File: config.mk
export PLATFORM = sky130hd
export DESIGN_NAME = rotating_tower_edge_capture_top
export DESIGN_NICKNAME = d
export VERILOG_FILES = /design/src/rtec_pkg.sv /design/src/rtec_ram.sv /design/src/rotating_tower_edge_capture_top.sv
export SDC_FILE = /design/constraint.sdc
export NUM_CORES = 1
export LEC_CHECK = 0
export BUFFER_PORTS_ARGS = -buffer_cell sky130_fd_sc_hd__buf_2
export CAP_MARGIN = 15
export CORE_UTILIZATION = 63
export DETAILED_ROUTE_END_ITERATION = 10
export GPL_TIMING_DRIVEN = 0
export HOLD_SLACK_MARGIN = 0.06
export PLACE_DENSITY = 0.92
export SETUP_SLACK_MARGIN = 0.5
export SYNTH_ARGS = -nofsm -noshare
export SYNTH_HDL_FRONTEND = slang
export SYNTH_SLANG_ARGS = --single-unit
File: constraint.sdc
create_clock -name i_clk -period 9.45 [get_ports i_clk]
set_clock_uncertainty 0.2 [all_clocks]
set_input_delay 1.89 -clock i_clk [delete_from_list [all_inputs] [get_ports i_clk]]
set_output_delay 1.89 -clock i_clk [all_outputs]
set_load 0.02 [all_outputs]
File: src/rtec_pkg.sv
// Shared constants, codes and angle helpers for the rotating tower edge recorder.
// Depends on nothing; imported by the top level.
package rtec_pkg;

    // Ring geometry and internal angle width
    localparam int RING_DEPTH = 8;
    localparam int ANGLE_BITS = 16;
    localparam int HEAD_W     = (RING_DEPTH > 1) ? $clog2(RING_DEPTH) : 1;
    // Each channel memory holds a rising ring and a falling ring
    localparam int MEM_AW     = HEAD_W + 1;
    localparam int MEM_DEPTH  = 2 ** MEM_AW;
    // Width used for the barrier window comparison
    localparam int CMP_W      = ((ANGLE_BITS > 15) ? ANGLE_BITS : 15) + 1;

    // Item commands
    typedef enum logic [1:0] {
        CMD_SAMPLE  = 2'd0,
        CMD_BARRIER = 2'd1,
        CMD_READ    = 2'd2
    } t_cmd;

    // Edge codes on the result
    localparam logic [1:0] EDGE_NONE = 2'd0;
    localparam logic [1:0] EDGE_RISE = 2'd1;
    localparam logic [1:0] EDGE_FALL = 2'd2;

    // Ring numbering, following ring_select
    localparam logic [1:0] RING_FIXED_RISE = 2'd0;
    localparam logic [1:0] RING_FIXED_FALL = 2'd1;
    localparam logic [1:0] RING_ROBOT_RISE = 2'd2;
    localparam logic [1:0] RING_ROBOT_FALL = 2'd3;

    // Configuration register indexes (paddr bit 2)
    localparam logic REG_BARRIER_ANGLE  = 1'b0;
    localparam logic REG_BARRIER_WINDOW = 1'b1;

    // Sign-extend a 16-bit angle and keep it modulo 2^ANGLE_BITS.
    function automatic logic [ANGLE_BITS-1:0] to_angle(input logic [15:0] x);
        logic [31:0] t;
        t = {{16{x[15]}}, x};
        return t[ANGLE_BITS-1:0];
    endfunction

    // Low 16 bits of an internal angle, zero-filled when narrower.
    function automatic logic [15:0] angle_out(input logic [ANGLE_BITS-1:0] a);
        logic [31:0] t;
        t = 32'(a);
        return t[15:0];
    endfunction

    // Low 3 bits of a ring head, as reported on the result.
    function automatic logic [2:0] slot_out(input logic [HEAD_W-1:0] h);
        logic [31:0] t;
        t = 32'(h);
        return t[2:0];
    endfunction

    // Advance a ring head with wrap at the ring depth.
    function automatic logic [HEAD_W-1:0] next_head(input logic [HEAD_W-1:0] h);
        logic [HEAD_W:0] t;
        t = {1'b0, h} + 1'b1;
        if (t >= (HEAD_W + 1)'(RING_DEPTH)) begin
            return '0;
        end
        return t[HEAD_W-1:0];
    endfunction

endpackage

File: src/rtec_ram.sv
// Generic single-port-write, single-port-read synchronous RAM with a registered read.
// Stand-alone; used by the top level for the edge angle rings.
module rtec_ram #(
    parameter int DEPTH = 16,
    parameter int WIDTH = 16
) (
    input  logic                     i_clk,
    input  logic                     i_we,
    input  logic [$clog2(DEPTH)-1:0] i_waddr,
    input  logic [WIDTH-1:0]         i_wdata,
    input  logic                     i_re,
    input  logic [$clog2(DEPTH)-1:0] i_raddr,
    output logic [WIDTH-1:0]         o_rdata
);

    logic [WIDTH-1:0] r_mem [DEPTH];
    logic [WIDTH-1:0] r_rdata;

    // Write port
    always_ff @(posedge i_clk) begin
        if (i_we) begin
            r_mem[i_waddr] <= i_wdata;
        end
    end

    // Read port; data holds until the next read
    always_ff @(posedge i_clk) begin
        if (i_re) begin
            r_rdata <= r_mem[i_raddr];
        end
    end

    assign o_rdata = r_rdata;

endmodule

File: src/rotating_tower_edge_capture_top.sv
// Top level of the rotating tower edge recorder: item stream, APB registers, ring memories.
// Depends on rtec_pkg and rtec_ram.
//
// The block takes one item per clock cycle while the output is not stalled and returns
// exactly one result per item. An accepted item is staged in r_s1 and then moved into the
// output register; a read item issues its ring read at the accepting edge, and the read
// data join the output register as the item moves on. Ring angles live in two synchronous
// memories, one per channel, each holding its rising and falling ring; edge writes happen
// at the accepting edge, so a read item that follows directly sees the new entry. Entries
// never written read as zero through per-entry valid bits cleared at reset, so no clearing
// pass is needed. Heads, levels, barrier side and edge counts are held in flip-flops.
module rotating_tower_edge_capture_top
    import rtec_pkg::*;
(
    input  logic        i_clk,
    input  logic        i_rst_n,
    // Input item stream
    input  logic        i_s_tvalid,
    output logic        o_s_tready,
    // tdata: rotation_angle[15:0], fixed_seen[16], robot_seen[17], ring_select[19:18],
    //        ring_slot[22:20], zero[23]
    input  logic [23:0] i_s_tdata,
    // tuser: command[1:0]
    input  logic [1:0]  i_s_tuser,
    // Result stream
    output logic        o_m_tvalid,
    input  logic        i_m_tready,
    // tdata: fixed_edge[1:0], robot_edge[3:2], fixed_slot[6:4], robot_slot[9:7],
    //        captured_angle[25:10], fixed_rises_last_turn[33:26],
    //        fixed_falls_last_turn[41:34], robot_rises_last_turn[49:42],
    //        robot_falls_last_turn[57:50], turn_latched[58], read_angle[74:59], zero[79:75]
    output logic [79:0] o_m_tdata,
    // Configuration port
    input  logic        psel,
    input  logic        penable,
    input  logic        pwrite,
    input  logic [2:0]  paddr,
    input  logic [31:0] pwdata,
    output logic [31:0] prdata,
    output logic        pready
);

    // Fields carried from acceptance to the output register
    typedef struct packed {
        logic [1:0]       fixed_edge;
        logic [1:0]       robot_edge;
        logic [2:0]       fixed_slot;
        logic [2:0]       robot_slot;
        logic [15:0]      captured;
        logic [3:0][7:0]  latched;
        logic             turn_latched;
        logic             is_read;
        logic             rd_ok;
        logic             rd_robot;
    } t_stage;

    // Accepted item fields
    t_cmd        s_cmd;
    logic [15:0] s_angle16;
    logic        s_fseen;
    logic        s_rseen;
    logic [1:0]  s_sel;
    logic [2:0]  s_slot;
    logic        s_acc;

    // State registers
    logic                    r_flevel, n_flevel;
    logic                    r_rlevel, n_rlevel;
    logic                    r_side, n_side;
    logic [3:0][HEAD_W-1:0]  r_head, n_head;
    logic [3:0][7:0]         r_run, n_run;
    logic [3:0][7:0]         r_lat, n_lat;
    logic [15:0]             r_ba;
    logic [14:0]             r_bw;
    logic [MEM_DEPTH-1:0]    r_fvld;
    logic [MEM_DEPTH-1:0]    r_rvld;

    // Pipeline registers
    t_stage                  r_s1, n_s1;
    logic                    r_s1_vld;
    logic [79:0]             r_out;
    logic                    r_out_vld;
    logic                    s1_adv;

    // Memory ports
    logic                    f_we, rb_we;
    logic [MEM_AW-1:0]       f_waddr, rb_waddr;
    logic [ANGLE_BITS-1:0]   s_angle;
    logic                    rd_re;
    logic [MEM_AW-1:0]       rd_addr;
    logic [ANGLE_BITS-1:0]   f_rdata, rb_rdata;

    // Combinational working values
    logic                    s_latch;
    logic [ANGLE_BITS-1:0]   diff;
    logic                    side;
    logic [ANGLE_BITS:0]     neg_mag;
    logic [CMP_W-1:0]        mag;
    logic [31:0]             slot32;
    logic [15:0]             read_angle;
    logic                    cfg_we;

    // Unpack the input item
    assign s_cmd     = t_cmd'(i_s_tuser);
    assign s_angle16 = i_s_tdata[15:0];
    assign s_fseen   = i_s_tdata[16];
    assign s_rseen   = i_s_tdata[17];
    assign s_sel     = i_s_tdata[19:18];
    assign s_slot    = i_s_tdata[22:20];
    assign s_angle   = to_angle(s_angle16);

    // Handshake: the staged item moves on when the output register is free or drains
    assign s1_adv     = r_s1_vld && (!r_out_vld || i_m_tready);
    assign o_s_tready = !r_s1_vld || s1_adv;
    assign s_acc      = i_s_tvalid && o_s_tready;

    // Barrier difference and its magnitude
    assign diff    = s_angle - to_angle(r_ba);
    assign side    = ~diff[ANGLE_BITS-1];
    assign neg_mag = {1'b1, {ANGLE_BITS{1'b0}}} - {1'b0, diff};
    assign mag     = side ? CMP_W'(diff) : CMP_W'(neg_mag);
    assign slot32  = 32'(s_slot);

    // Next state and the staged result of the item being accepted
    always_comb begin
        n_flevel = r_flevel;
        n_rlevel = r_rlevel;
        n_side   = r_side;
        n_head   = r_head;
        n_run    = r_run;
        n_lat    = r_lat;
        s_latch  = 1'b0;
        f_we     = 1'b0;
        rb_we    = 1'b0;
        f_waddr  = '0;
        rb_waddr = '0;
        rd_re    = 1'b0;
        rd_addr  = {s_sel[0], slot32[HEAD_W-1:0]};
        n_s1     = '0;
        case (s_cmd)
            CMD_SAMPLE: begin
                // Fixed beacon channel
                if (s_fseen != r_flevel) begin
                    n_flevel = s_fseen;
                    f_we     = s_acc;
                    if (s_fseen) begin
                        n_head[RING_FIXED_RISE] = next_head(r_head[RING_FIXED_RISE]);
                        if (r_run[RING_FIXED_RISE] != 8'hFF) begin
                            n_run[RING_FIXED_RISE] = r_run[RING_FIXED_RISE] + 8'd1;
                        end
                        f_waddr           = {1'b0, n_head[RING_FIXED_RISE]};
                        n_s1.fixed_edge   = EDGE_RISE;
                        n_s1.fixed_slot   = slot_out(n_head[RING_FIXED_RISE]);
                    end else begin
                        n_head[RING_FIXED_FALL] = next_head(r_head[RING_FIXED_FALL]);
                        if (r_run[RING_FIXED_FALL] != 8'hFF) begin
                            n_run[RING_FIXED_FALL] = r_run[RING_FIXED_FALL] + 8'd1;
                        end
                        f_waddr           = {1'b1, n_head[RING_FIXED_FALL]};
                        n_s1.fixed_edge   = EDGE_FALL;
                        n_s1.fixed_slot   = slot_out(n_head[RING_FIXED_FALL]);
                    end
                end
                // Robot channel
                if (s_rseen != r_rlevel) begin
                    n_rlevel = s_rseen;
                    rb_we    = s_acc;
                    if (s_rseen) begin
                        n_head[RING_ROBOT_RISE] = next_head(r_head[RING_ROBOT_RISE]);
                        if (r_run[RING_ROBOT_RISE] != 8'hFF) begin
                            n_run[RING_ROBOT_RISE] = r_run[RING_ROBOT_RISE] + 8'd1;
                        end
                        rb_waddr          = {1'b0, n_head[RING_ROBOT_RISE]};
                        n_s1.robot_edge   = EDGE_RISE;
                        n_s1.robot_slot   = slot_out(n_head[RING_ROBOT_RISE]);
                    end else begin
                        n_head[RING_ROBOT_FALL] = next_head(r_head[RING_ROBOT_FALL]);
                        if (r_run[RING_ROBOT_FALL] != 8'hFF) begin
                            n_run[RING_ROBOT_FALL] = r_run[RING_ROBOT_FALL] + 8'd1;
                        end
                        rb_waddr          = {1'b1, n_head[RING_ROBOT_FALL]};
                        n_s1.robot_edge   = EDGE_FALL;
                        n_s1.robot_slot   = slot_out(n_head[RING_ROBOT_FALL]);
                    end
                end
                if ((s_fseen != r_flevel) || (s_rseen != r_rlevel)) begin
                    n_s1.captured = angle_out(s_angle);
                end
            end
            CMD_BARRIER: begin
                // A sign flip near the barrier closes the turn
                if (side != r_side) begin
                    n_side = side;
                    if (mag < CMP_W'(r_bw)) begin
                        s_latch = 1'b1;
                        n_lat   = r_run;
                        n_run   = '0;
                    end
                end
            end
            CMD_READ: begin
                rd_re         = s_acc;
                n_s1.is_read  = 1'b1;
                n_s1.rd_robot = s_sel[1];
                n_s1.rd_ok    = (slot32 < 32'(RING_DEPTH)) &&
                                (s_sel[1] ? r_rvld[rd_addr] : r_fvld[rd_addr]);
            end
            default: begin
            end
        endcase
        n_s1.latched      = n_lat;
        n_s1.turn_latched = s_latch;
    end

    // Edge state, counts and valid bits change only on an accepted item
    always_ff @(posedge i_clk) begin
        if (!i_rst_n) begin
            r_flevel <= 1'b0;
            r_rlevel <= 1'b0;
            r_side   <= 1'b0;
            r_head   <= {4{HEAD_W'(RING_DEPTH - 1)}};
            r_run    <= '0;
            r_lat    <= '0;
            r_fvld   <= '0;
            r_rvld   <= '0;
        end else if (s_acc) begin
            r_flevel <= n_flevel;
            r_rlevel <= n_rlevel;
            r_side   <= n_side;
            r_head   <= n_head;
            r_run    <= n_run;
            r_lat    <= n_lat;
            if (f_we) begin
                r_fvld[f_waddr] <= 1'b1;
            end
            if (rb_we) begin
                r_rvld[rb_waddr] <= 1'b1;
            end
        end
    end

    // Ring memories, one per channel
    rtec_ram #(
        .DEPTH (MEM_DEPTH),
        .WIDTH (ANGLE_BITS)
    ) u_fixed_ram (
        .i_clk   (i_clk),
        .i_we    (f_we),
        .i_waddr (f_waddr),
        .i_wdata (s_angle),
        .i_re    (rd_re && !s_sel[1]),
        .i_raddr (rd_addr),
        .o_rdata (f_rdata)
    );

    rtec_ram #(
        .DEPTH (MEM_DEPTH),
        .WIDTH (ANGLE_BITS)
    ) u_robot_ram (
        .i_clk   (i_clk),
        .i_we    (rb_we),
        .i_waddr (rb_waddr),
        .i_wdata (s_angle),
        .i_re    (rd_re && s_sel[1]),
        .i_raddr (rd_addr),
        .o_rdata (rb_rdata)
    );

    // Staged item, waiting for its memory data
    always_ff @(posedge i_clk) begin
        if (!i_rst_n) begin
            r_s1_vld <= 1'b0;
        end else if (s_acc) begin
            r_s1_vld <= 1'b1;
        end else if (s1_adv) begin
            r_s1_vld <= 1'b0;
        end
    end

    always_ff @(posedge i_clk) begin
        if (s_acc) begin
            r_s1 <= n_s1;
        end
    end

    // Merge the ring read into the result
    always_comb begin
        read_angle = 16'd0;
        if (r_s1.is_read && r_s1.rd_ok) begin
            read_angle = angle_out(r_s1.rd_robot ? rb_rdata : f_rdata);
        end
    end

    // Output register
    always_ff @(posedge i_clk) begin
        if (!i_rst_n) begin
            r_out_vld <= 1'b0;
        end else if (s1_adv) begin
            r_out_vld <= 1'b1;
        end else if (i_m_tready) begin
            r_out_vld <= 1'b0;
        end
    end

    always_ff @(posedge i_clk) begin
        if (s1_adv) begin
            r_out <= {5'd0, read_angle, r_s1.turn_latched,
                      r_s1.latched[RING_ROBOT_FALL], r_s1.latched[RING_ROBOT_RISE],
                      r_s1.latched[RING_FIXED_FALL], r_s1.latched[RING_FIXED_RISE],
                      r_s1.captured, r_s1.robot_slot, r_s1.fixed_slot,
                      r_s1.robot_edge, r_s1.fixed_edge};
        end
    end

    assign o_m_tvalid = r_out_vld;
    assign o_m_tdata  = r_out;

    // Configuration registers
    assign pready = 1'b1;
    assign cfg_we = psel && penable && pwrite && pready;

    always_ff @(posedge i_clk) begin
        if (!i_rst_n) begin
            r_ba <= 16'hA000;
            r_bw <= 15'd5215;
        end else if (cfg_we) begin
            if (paddr[2] == REG_BARRIER_WINDOW) begin
                r_bw <= pwdata[14:0];
            end else begin
                r_ba <= pwdata[15:0];
            end
        end
    end

    always_comb begin
        if (paddr[2] == REG_BARRIER_ANGLE) begin
            prdata = {{16{r_ba[15]}}, r_ba};
        end else begin
            prdata = {17'd0, r_bw};
        end
    end

`ifndef SYNTHESIS
    // A latching barrier item leaves every running count at zero
    assert property (@(posedge i_clk) disable iff (!i_rst_n)
        (s_acc && s_latch) |=> (r_run == '0))
        else $error("running counts not cleared after a turn latch");

    // A result without an edge carries no captured angle
    assert property (@(posedge i_clk) disable iff (!i_rst_n)
        (o_m_tvalid && o_m_tdata[1:0] == EDGE_NONE && o_m_tdata[3:2] == EDGE_NONE)
        |-> (o_m_tdata[25:10] == 16'd0))
        else $error("captured angle set without an edge");

    // An accepted item is always staged in the following cycle
    assert property (@(posedge i_clk) disable iff (!i_rst_n)
        s_acc |=> r_s1_vld)
        else $error("accepted item lost before staging");

    // A staged item that cannot move on blocks the input
    assert property (@(posedge i_clk) disable iff (!i_rst_n)
        (r_s1_vld && !s1_adv) |-> !o_s_tready)
        else $error("staged item could be overwritten");
`endif

endmodule

**Yosys cells after proc, flatten, opt, wreduce, memory -nomap -nowiden**

Memory sizes are Yosys's and may differ from the RTL's. A register that Yosys moved wholly into a read port is not among the register bits.
Cells that the tools add are included.

- Output and inout port bits: 115
- Memory bits (writable): 512
- Input port bits: 68
- Register bits after elaboration: 281
- Memories: 2

- Magnitude comparators: 11
- Muxes and demuxes: 77
- Bitwise logic cells: 6
- $add $sub $neg: 10
- Equal/unequal tests: 21
- Reductions and logical operators: 39

Memory list:

| memory | words | width | read ports | clocked after Yosys merged registers in | write ports | line | source |
|---|---|---|---|---|---|---|---|
| u_fixed_ram.r_mem | 16 | 16 | 1 | 1 | 1 | rtec_ram.sv:16 | `logic [WIDTH-1:0] r_mem [DEPTH];` |
| u_robot_ram.r_mem | 16 | 16 | 1 | 1 | 1 | rtec_ram.sv:16 |  |

Operators by type and width:

| kind | count |
|---|---|
| $mux W32 | 6 |
| $mux W8 | 8 |
| $pmux W32 S2 | 1 |
| $mux W16 | 3 |
| $mux W1 | 35 |
| $mux W3 | 11 |
| $add A8 B1 Y8 const B | 4 |
| $ne A8 B8 Y1 const B | 4 |
| $or A16 B16 Y16 | 2 |
| $reduce_and A7 Y1 | 4 |
| $mux W4 | 6 |
| $ne A2 B2 Y1 const B | 12 |
| $lt A17 B15 Y1 | 1 |
| $mux W17 | 1 |
| $sub A17 B16 Y17 const A | 1 |
| $add A3 B1 Y4 const B | 4 |
| $ge A4 B4 Y1 const B | 4 |
| $reduce_and A2 Y1 | 8 |
| $reduce_and A4 Y1 | 4 |
| $sub A16 B16 Y16 | 1 |
| $lt A4 B5 Y1 const B | 3 |
| $logic_and A1 B1 Y1 | 10 |
| $reduce_and A3 Y1 | 3 |
| $bmux W1 S4 | 2 |
| other kinds (12) | 26 |

**Depth between registers and ports, before layout**

- Word-level depth: 15
- Mapped depth: 25
- Gate-level depth less buffers: 22

**Modules after synthesis**

A second synthesis with hierarchy kept.

- Cells, all modules: 2088
- Area total of the unflattened synthesis: 33400.8 um^2

By module, submodules not included:

| module | cells each | area each (um^2) | times used |
|---|---|---|---|
| rotating_tower_edge_capture_top | 1224 | 12995.0 | 1 |
| rtec_ram at u_fixed_ram | 432 | 10203.5 | 1 |
| rtec_ram at u_robot_ram | 432 | 10202.3 | 1 |

**Least setup slack after synthesis**

Ideal clock, no wire load.

- Path kind: input to register
- Start point: input port i_s_tdata[1]
- End point: register r_run[13] in the netlist's numbering
- Cell stages on the path: 21
- Setup slack: 2676 ps
- Path buffers: 2
- Data required time: 9180 ps
- Arrival time: 6504 ps
- Cell sequence: ha_1 -> nor2b_1 -> o31a_1 -> o21a_1 -> or3_1 -> and2_1 -> or4_1 -> o21ai_0 -> xor2_1 -> ha_1 -> a21o_1 -> a21o_1 -> a21oi_1 -> o21ai_0 -> or3_1 -> buf_1 -> o41ai_2 -> o21ai_1 -> buf_2 -> or3_1 -> a21oi_1

- Word-level cells in the longest chain between the ends: 6
- Elaborated cells between the ends (all ways): 9

Ends and longest elaborated chain:

| element | line | source |
|---|---|---|
| from (decl) | rotating_tower_edge_capture_top.sv:22 | `input logic [23:0] i_s_tdata,` |
| $sub A16 B16 Y16 * | rotating_tower_edge_capture_top.sv:118 | `assign diff = s_angle - to_angle(r_ba);` |
| $sub A17 B16 Y17 | rotating_tower_edge_capture_top.sv:120 | `assign neg_mag = {1'b1, {ANGLE_BITS{1'b0}}} - {1'b0, diff};` |
| $mux W17 | rotating_tower_edge_capture_top.sv:121 | `assign mag = side ? CMP_W'(diff) : CMP_W'(neg_mag);` |
| $lt A17 B15 Y1 | rotating_tower_edge_capture_top.sv:194 | `if (mag < CMP_W'(r_bw)) begin` |
| $ne A2 B2 Y1 (no line) | - |  |
| $reduce_and A7 Y1 (no line) * | - |  |
| to (signal assigned) | rotating_tower_edge_capture_top.sv:231 | `r_run <= n_run;` |
| to (decl) | rotating_tower_edge_capture_top.sv:71 | `logic [3:0][7:0] r_run, n_run;` |

Mark *: on every way between the ends. The rest lies on a longest branch, timed or not.
A chain may end at the register's enable or synchronous reset.

**Worst setup path in the final report**

- Start point: input port i_s_tdata[0]
- End point: register r_run[12] in the netlist's numbering

Same word-level chain as after synthesis.

==> impl_metrics.yaml <==
clocking:
  cts_inserted_buffers: 80
  total_number_of_h_tree_levels: 3
  tritoncts: "yes"
  clock_tree.root_cell: "sky130_fd_sc_hd__clkbuf_16"
  cts_sinks: 825
  cts.repair_timing.setup_buffer_count: 0
  cts_resized: 0
  worstSkewPairLatency_ns: 0.63
  worst_setup_hold_path_clk_slew_ns: 0.06
  clockBufferDepth: 3
  post_cts_hold_buffer_count: 0
place:
  placement.setup.worst_slack_ns: 1.27
  place_congestion: 0.900
  dpl.hpwl_mm: 55.5
  placed_area_um2: 35700
  io_buffers: 148
timing:
  top_achievable_clock_speed_mhz: 129
  worstMarginPinSlew_ns: 1.22
  report.final.setup_viol: 0
  period_needed_ns: 7.73
  grt_setup_unrepaired: "no"
  timing.setup.tns_ns: 0
  slew_headroom: 0.187
  finalCritPeriodShare: 0.818
  report.final.hold_viol_count: 0
  timing.final.max_slew_violations: 0
  final.setup.worst_slack_ns: 1.72
job:
  maxCapViolCount: 0
global_route:
  grt-ovfl-total: 0
  wire_length_of_the_first_global_routing_pass_mm: 129
  grt_pass1_vias: 20100
  gr-usage-all-layers: 0.333
  number_of_antenna_violations_at_the_first_check_in_global_routing: 4
  grt_start_max_net_pins: 58
logic_synthesis:
  yosys_register_bits: 825
  dominant_synthesized_flop_cell: "sky130_fd_sc_hd__edfxtp_1"
  number_of_flops_mapped_to_enable_cells_by_yosys: 681
  async_flop_share: 0
  synth.cell_area_um2: 33500
  ys_warn_count: 0
  synth-seq-area-share: 0.697
  post_synth_main_area_contributors: "sky130_fd_sc_hd__edfxtp_1, sky130_fd_sc_hd__mux4_2, sky130_fd_sc_hd__dfxtp_1, sky130_fd_sc_hd__nand2_1, sky130_fd_sc_hd__ha_1"
  post_synth_inst_count: 2001
  synth_top_cell_area_share: 0.611
  synth.distinct_cells: 75
  synth_top_area_cell: "sky130_fd_sc_hd__edfxtp_1"
  syn-mean-instance-area_um2: 16.7
setup_path:
  critical_path_arrival_ns: 8.03
  critical_path.startpoint_type: "primary input"
  startpoint: "i_s_tdata[0]"
  cp.required_ns: 9.75
  path_buf_inv: 6
  worstRegToRegCells: 23
  crit-reg2reg-launch: "r_ba[8]"
  critPathMaxStageDelay_ns: 0.53
  ff2ff_setup_slack_ns: 3.22
  critical_path.endpoint_type: "flop"
  worstPathMaxFanout: 33
  timing.rr.end: "r_run[12]"
  critical-path-slowest-cell: "sky130_fd_sc_hd__clkbuf_1"
  critPathKind: "in2reg"
  cp_top_family: "compound AO/OA/AOI/OAI gates"
die:
  die-area_um2: 54100
  floorplan.rows: 84
  chipHeight_um: 233
  io_pins: 183
  core-area_um2: 52600
  initial_utilization: 0.637
  dieWidth_um: 233
pwr:
  clkPwrFrac: 0.424
  power.ir.vdd_worst_mv: 0.145
  power.net_switching_w: 0.00176
  power.share.combinational: 0.070
  cellInternalPower_w: 0.00614
  share_seq_of_total_power: 0.506
  static-leakage-power_nw: 13.2
  swShare: 0.223
  power-per-cell-area_nw_per_um2: 205
final_layout:
  final_util: 0.731
  number_of_nets_in_the_layout: 2377
  flow.area_growth_from_synthesis_pct: 14.8
  drive_gt1_frac: 0.258
  stdcell_area_um2: 38400
drt:
  vias_per_cell: 6.66
  number_of_remaining_drc_errors: 0
  drt_pre_antenna_iters: 6
  postRouteWirelength_mm: 88.0
  dr_total_vias: 20200
  routedWlPerCell_um: 29.1
  antenna_violating_nets_post_route: 0
  first_iter_violations: 2623
worst_hold_path:
  worst_hold_path.num_cells: 0
  min-delay-start: "r_s1[37]"
  hold_path.class: "reg2reg"
  whs_endpoint: "o_m_tdata[11]"
outcome:
  status: "finished, final reports clean"
[metrics by stage]
step / std cells / power (W) / hold slack [ns]
2_1_floorplan: 2005 / 0.00441 / 0.200
4_1_cts: 3022 / 0.00789 / 0.218
5_1_grt: 3023 / 0.00806 / 0.227
6_report: 3024 / 0.00789 / 0.218
3_5_place_dp: 2873 / 0.00460 / 0.205
3_3_place_gp: 2841 / 0.00457 / 0.204
[layout by cell type (no fill, tap or decap), types with 11 or more instances in the layout]
cell type / count
sky130_fd_sc_hd__edfxtp_1: 681
sky130_fd_sc_hd__nand2_1: 192
sky130_fd_sc_hd__mux4_2: 170
sky130_fd_sc_hd__buf_2: 160
sky130_fd_sc_hd__dfxtp_1: 144
sky130_fd_sc_hd__clkbuf_16: 85
sky130_fd_sc_hd__clkbuf_1: 65
sky130_fd_sc_hd__nor2_1: 61
sky130_fd_sc_hd__inv_1: 47
sky130_fd_sc_hd__o21ai_0: 45
sky130_fd_sc_hd__a21boi_0: 42
sky130_fd_sc_hd__ha_1: 40
sky130_fd_sc_hd__o21a_1: 39
sky130_fd_sc_hd__nand3_1: 36
sky130_fd_sc_hd__a21oi_1: 34
sky130_fd_sc_hd__mux2_4: 29
sky130_fd_sc_hd__mux2i_1: 28
sky130_fd_sc_hd__nor2_2: 28
sky130_fd_sc_hd__buf_8: 24
sky130_fd_sc_hd__and2_1: 23
sky130_fd_sc_hd__xnor2_1: 22
sky130_fd_sc_hd__buf_4: 22
sky130_fd_sc_hd__o211ai_1: 21
sky130_fd_sc_hd__clkinv_2: 21
sky130_fd_sc_hd__buf_1: 18
sky130_fd_sc_hd__a21boi_1: 18
sky130_fd_sc_hd__or3_1: 15
sky130_fd_sc_hd__xor2_1: 15
sky130_fd_sc_hd__and3_1: 14
sky130_fd_sc_hd__clkinv_1: 14
sky130_fd_sc_hd__buf_6: 13
sky130_fd_sc_hd__nand4_1: 11
sky130_fd_sc_hd__bufinv_16: 11
[worst max-delay path by stage]
| stage | to | slack [ns] | cells past startpoint |
|---|---|---|---|
| 2_1_floorplan | r_run[13] | 2.68 | 21 |
| 3_3_place_gp | u_robot_ram.r_mem[3][10] | 1.28 | 8 |
| 3_5_place_dp | r_run[12] | 1.27 | 25 |
| 4_1_cts | r_run[12] | 1.85 | 25 |
| 5_1_grt | r_run[12] | 1.50 | 23 |
| 6_report | r_run[12] | 1.72 | 25 |
[state kept, by name, summed over array words and instances, names as in the netlist]
register / flops
o_m_tdata: 75
o_m_tvalid: 1
r_ba: 16
r_bw: 15
r_flevel: 1
r_fvld: 16
r_head: 12
r_lat: 32
r_rlevel: 1
r_run: 32
r_rvld: 16
r_s1: 62
r_s1_vld: 1
r_side: 1
u_fixed_ram.o_rdata: 16
u_fixed_ram.r_mem: 256
u_robot_ram.o_rdata: 16
u_robot_ram.r_mem: 256
[synthesized netlist by cell type, types with 22 or more instances]
cell type,count
sky130_fd_sc_hd__a21boi_0,42
sky130_fd_sc_hd__ha_1,40
sky130_fd_sc_hd__and2_1,23
sky130_fd_sc_hd__nor2_1,89
sky130_fd_sc_hd__a21oi_1,34
sky130_fd_sc_hd__inv_1,47
sky130_fd_sc_hd__o21a_1,39
sky130_fd_sc_hd__mux4_2,170
sky130_fd_sc_hd__dfxtp_1,144
sky130_fd_sc_hd__clkbuf_1,57
sky130_fd_sc_hd__buf_4,22
sky130_fd_sc_hd__o21ai_0,45
sky130_fd_sc_hd__nand3_1,36
sky130_fd_sc_hd__nand2_1,192
sky130_fd_sc_hd__edfxtp_1,681
sky130_fd_sc_hd__xnor2_1,22
sky130_fd_sc_hd__mux2_4,29
sky130_fd_sc_hd__mux2i_1,28
[worst reg2reg max path, stage by stage, from the launching register on]
cell                       delay, ns
sky130_fd_sc_hd__dfxtp_1        0.33
sky130_fd_sc_hd__inv_1          0.09
sky130_fd_sc_hd__ha_1           0.28
sky130_fd_sc_hd__clkbuf_1       0.27
sky130_fd_sc_hd__nand4_1        0.20
sky130_fd_sc_hd__a21oi_1        0.20
sky130_fd_sc_hd__a21boi_1       0.36
sky130_fd_sc_hd__mux2_2         0.41
sky130_fd_sc_hd__nor2_1         0.16
sky130_fd_sc_hd__clkbuf_1       0.35
sky130_fd_sc_hd__o21ai_0        0.19
sky130_fd_sc_hd__xor2_1         0.18
sky130_fd_sc_hd__ha_1           0.31
sky130_fd_sc_hd__a21o_1         0.16
sky130_fd_sc_hd__a21o_1         0.16
sky130_fd_sc_hd__a21oi_1        0.13
sky130_fd_sc_hd__o21ai_0        0.11
sky130_fd_sc_hd__or3_1          0.41
sky130_fd_sc_hd__buf_1          0.20
sky130_fd_sc_hd__a21o_1         0.21
sky130_fd_sc_hd__a31o_2         0.26
sky130_fd_sc_hd__nand2_1        0.18
sky130_fd_sc_hd__clkbuf_1       0.53
sky130_fd_sc_hd__o21ba_1        0.24
[area by class of cell]
cell class	instances	area [um^2]
Antenna cell	1	2.50
Buffer	116	589
Clock buffer	96	2190
Clock inverter	53	553
Fill cell	2905	14100
Inverter	47	176
Multi-Input combinational cell	1017	9480
Sequential cell	825	23300
Tap cell	688	861
Timing Repair Buffer	181	1240
[power by group through the flow]
stage	registers (W)	clock network (W)	logic, W
after floorplan	0.00408	0	0.000325
after global placement	0.00407	0	0.000500
after detailed placement	0.00407	0	0.000533
after CTS	0.00399	0.00335	0.000545
after global routing	0.00399	0.00348	0.000585
final	0.00399	0.00335	0.000553
[per-layer routing]
layer	vias up	global-route usage	wire, um
li1	8283	-	-
met1	10200	0.421	31000
met2	1377	0.571	44700
met3	281	0.0531	7950
met4	4	0.150	4270
met5	-	0	26
[cells by family after synthesis]
group	synth area share
flops	0.697
simple gates	0.0613
compound gates	0.0560
mux	0.137
buf+inv	0.0228
fa+ha+maj	0.0155
xor+xnor	0.00968
other cells	0.000224
(Power assumes the default switching activity.)
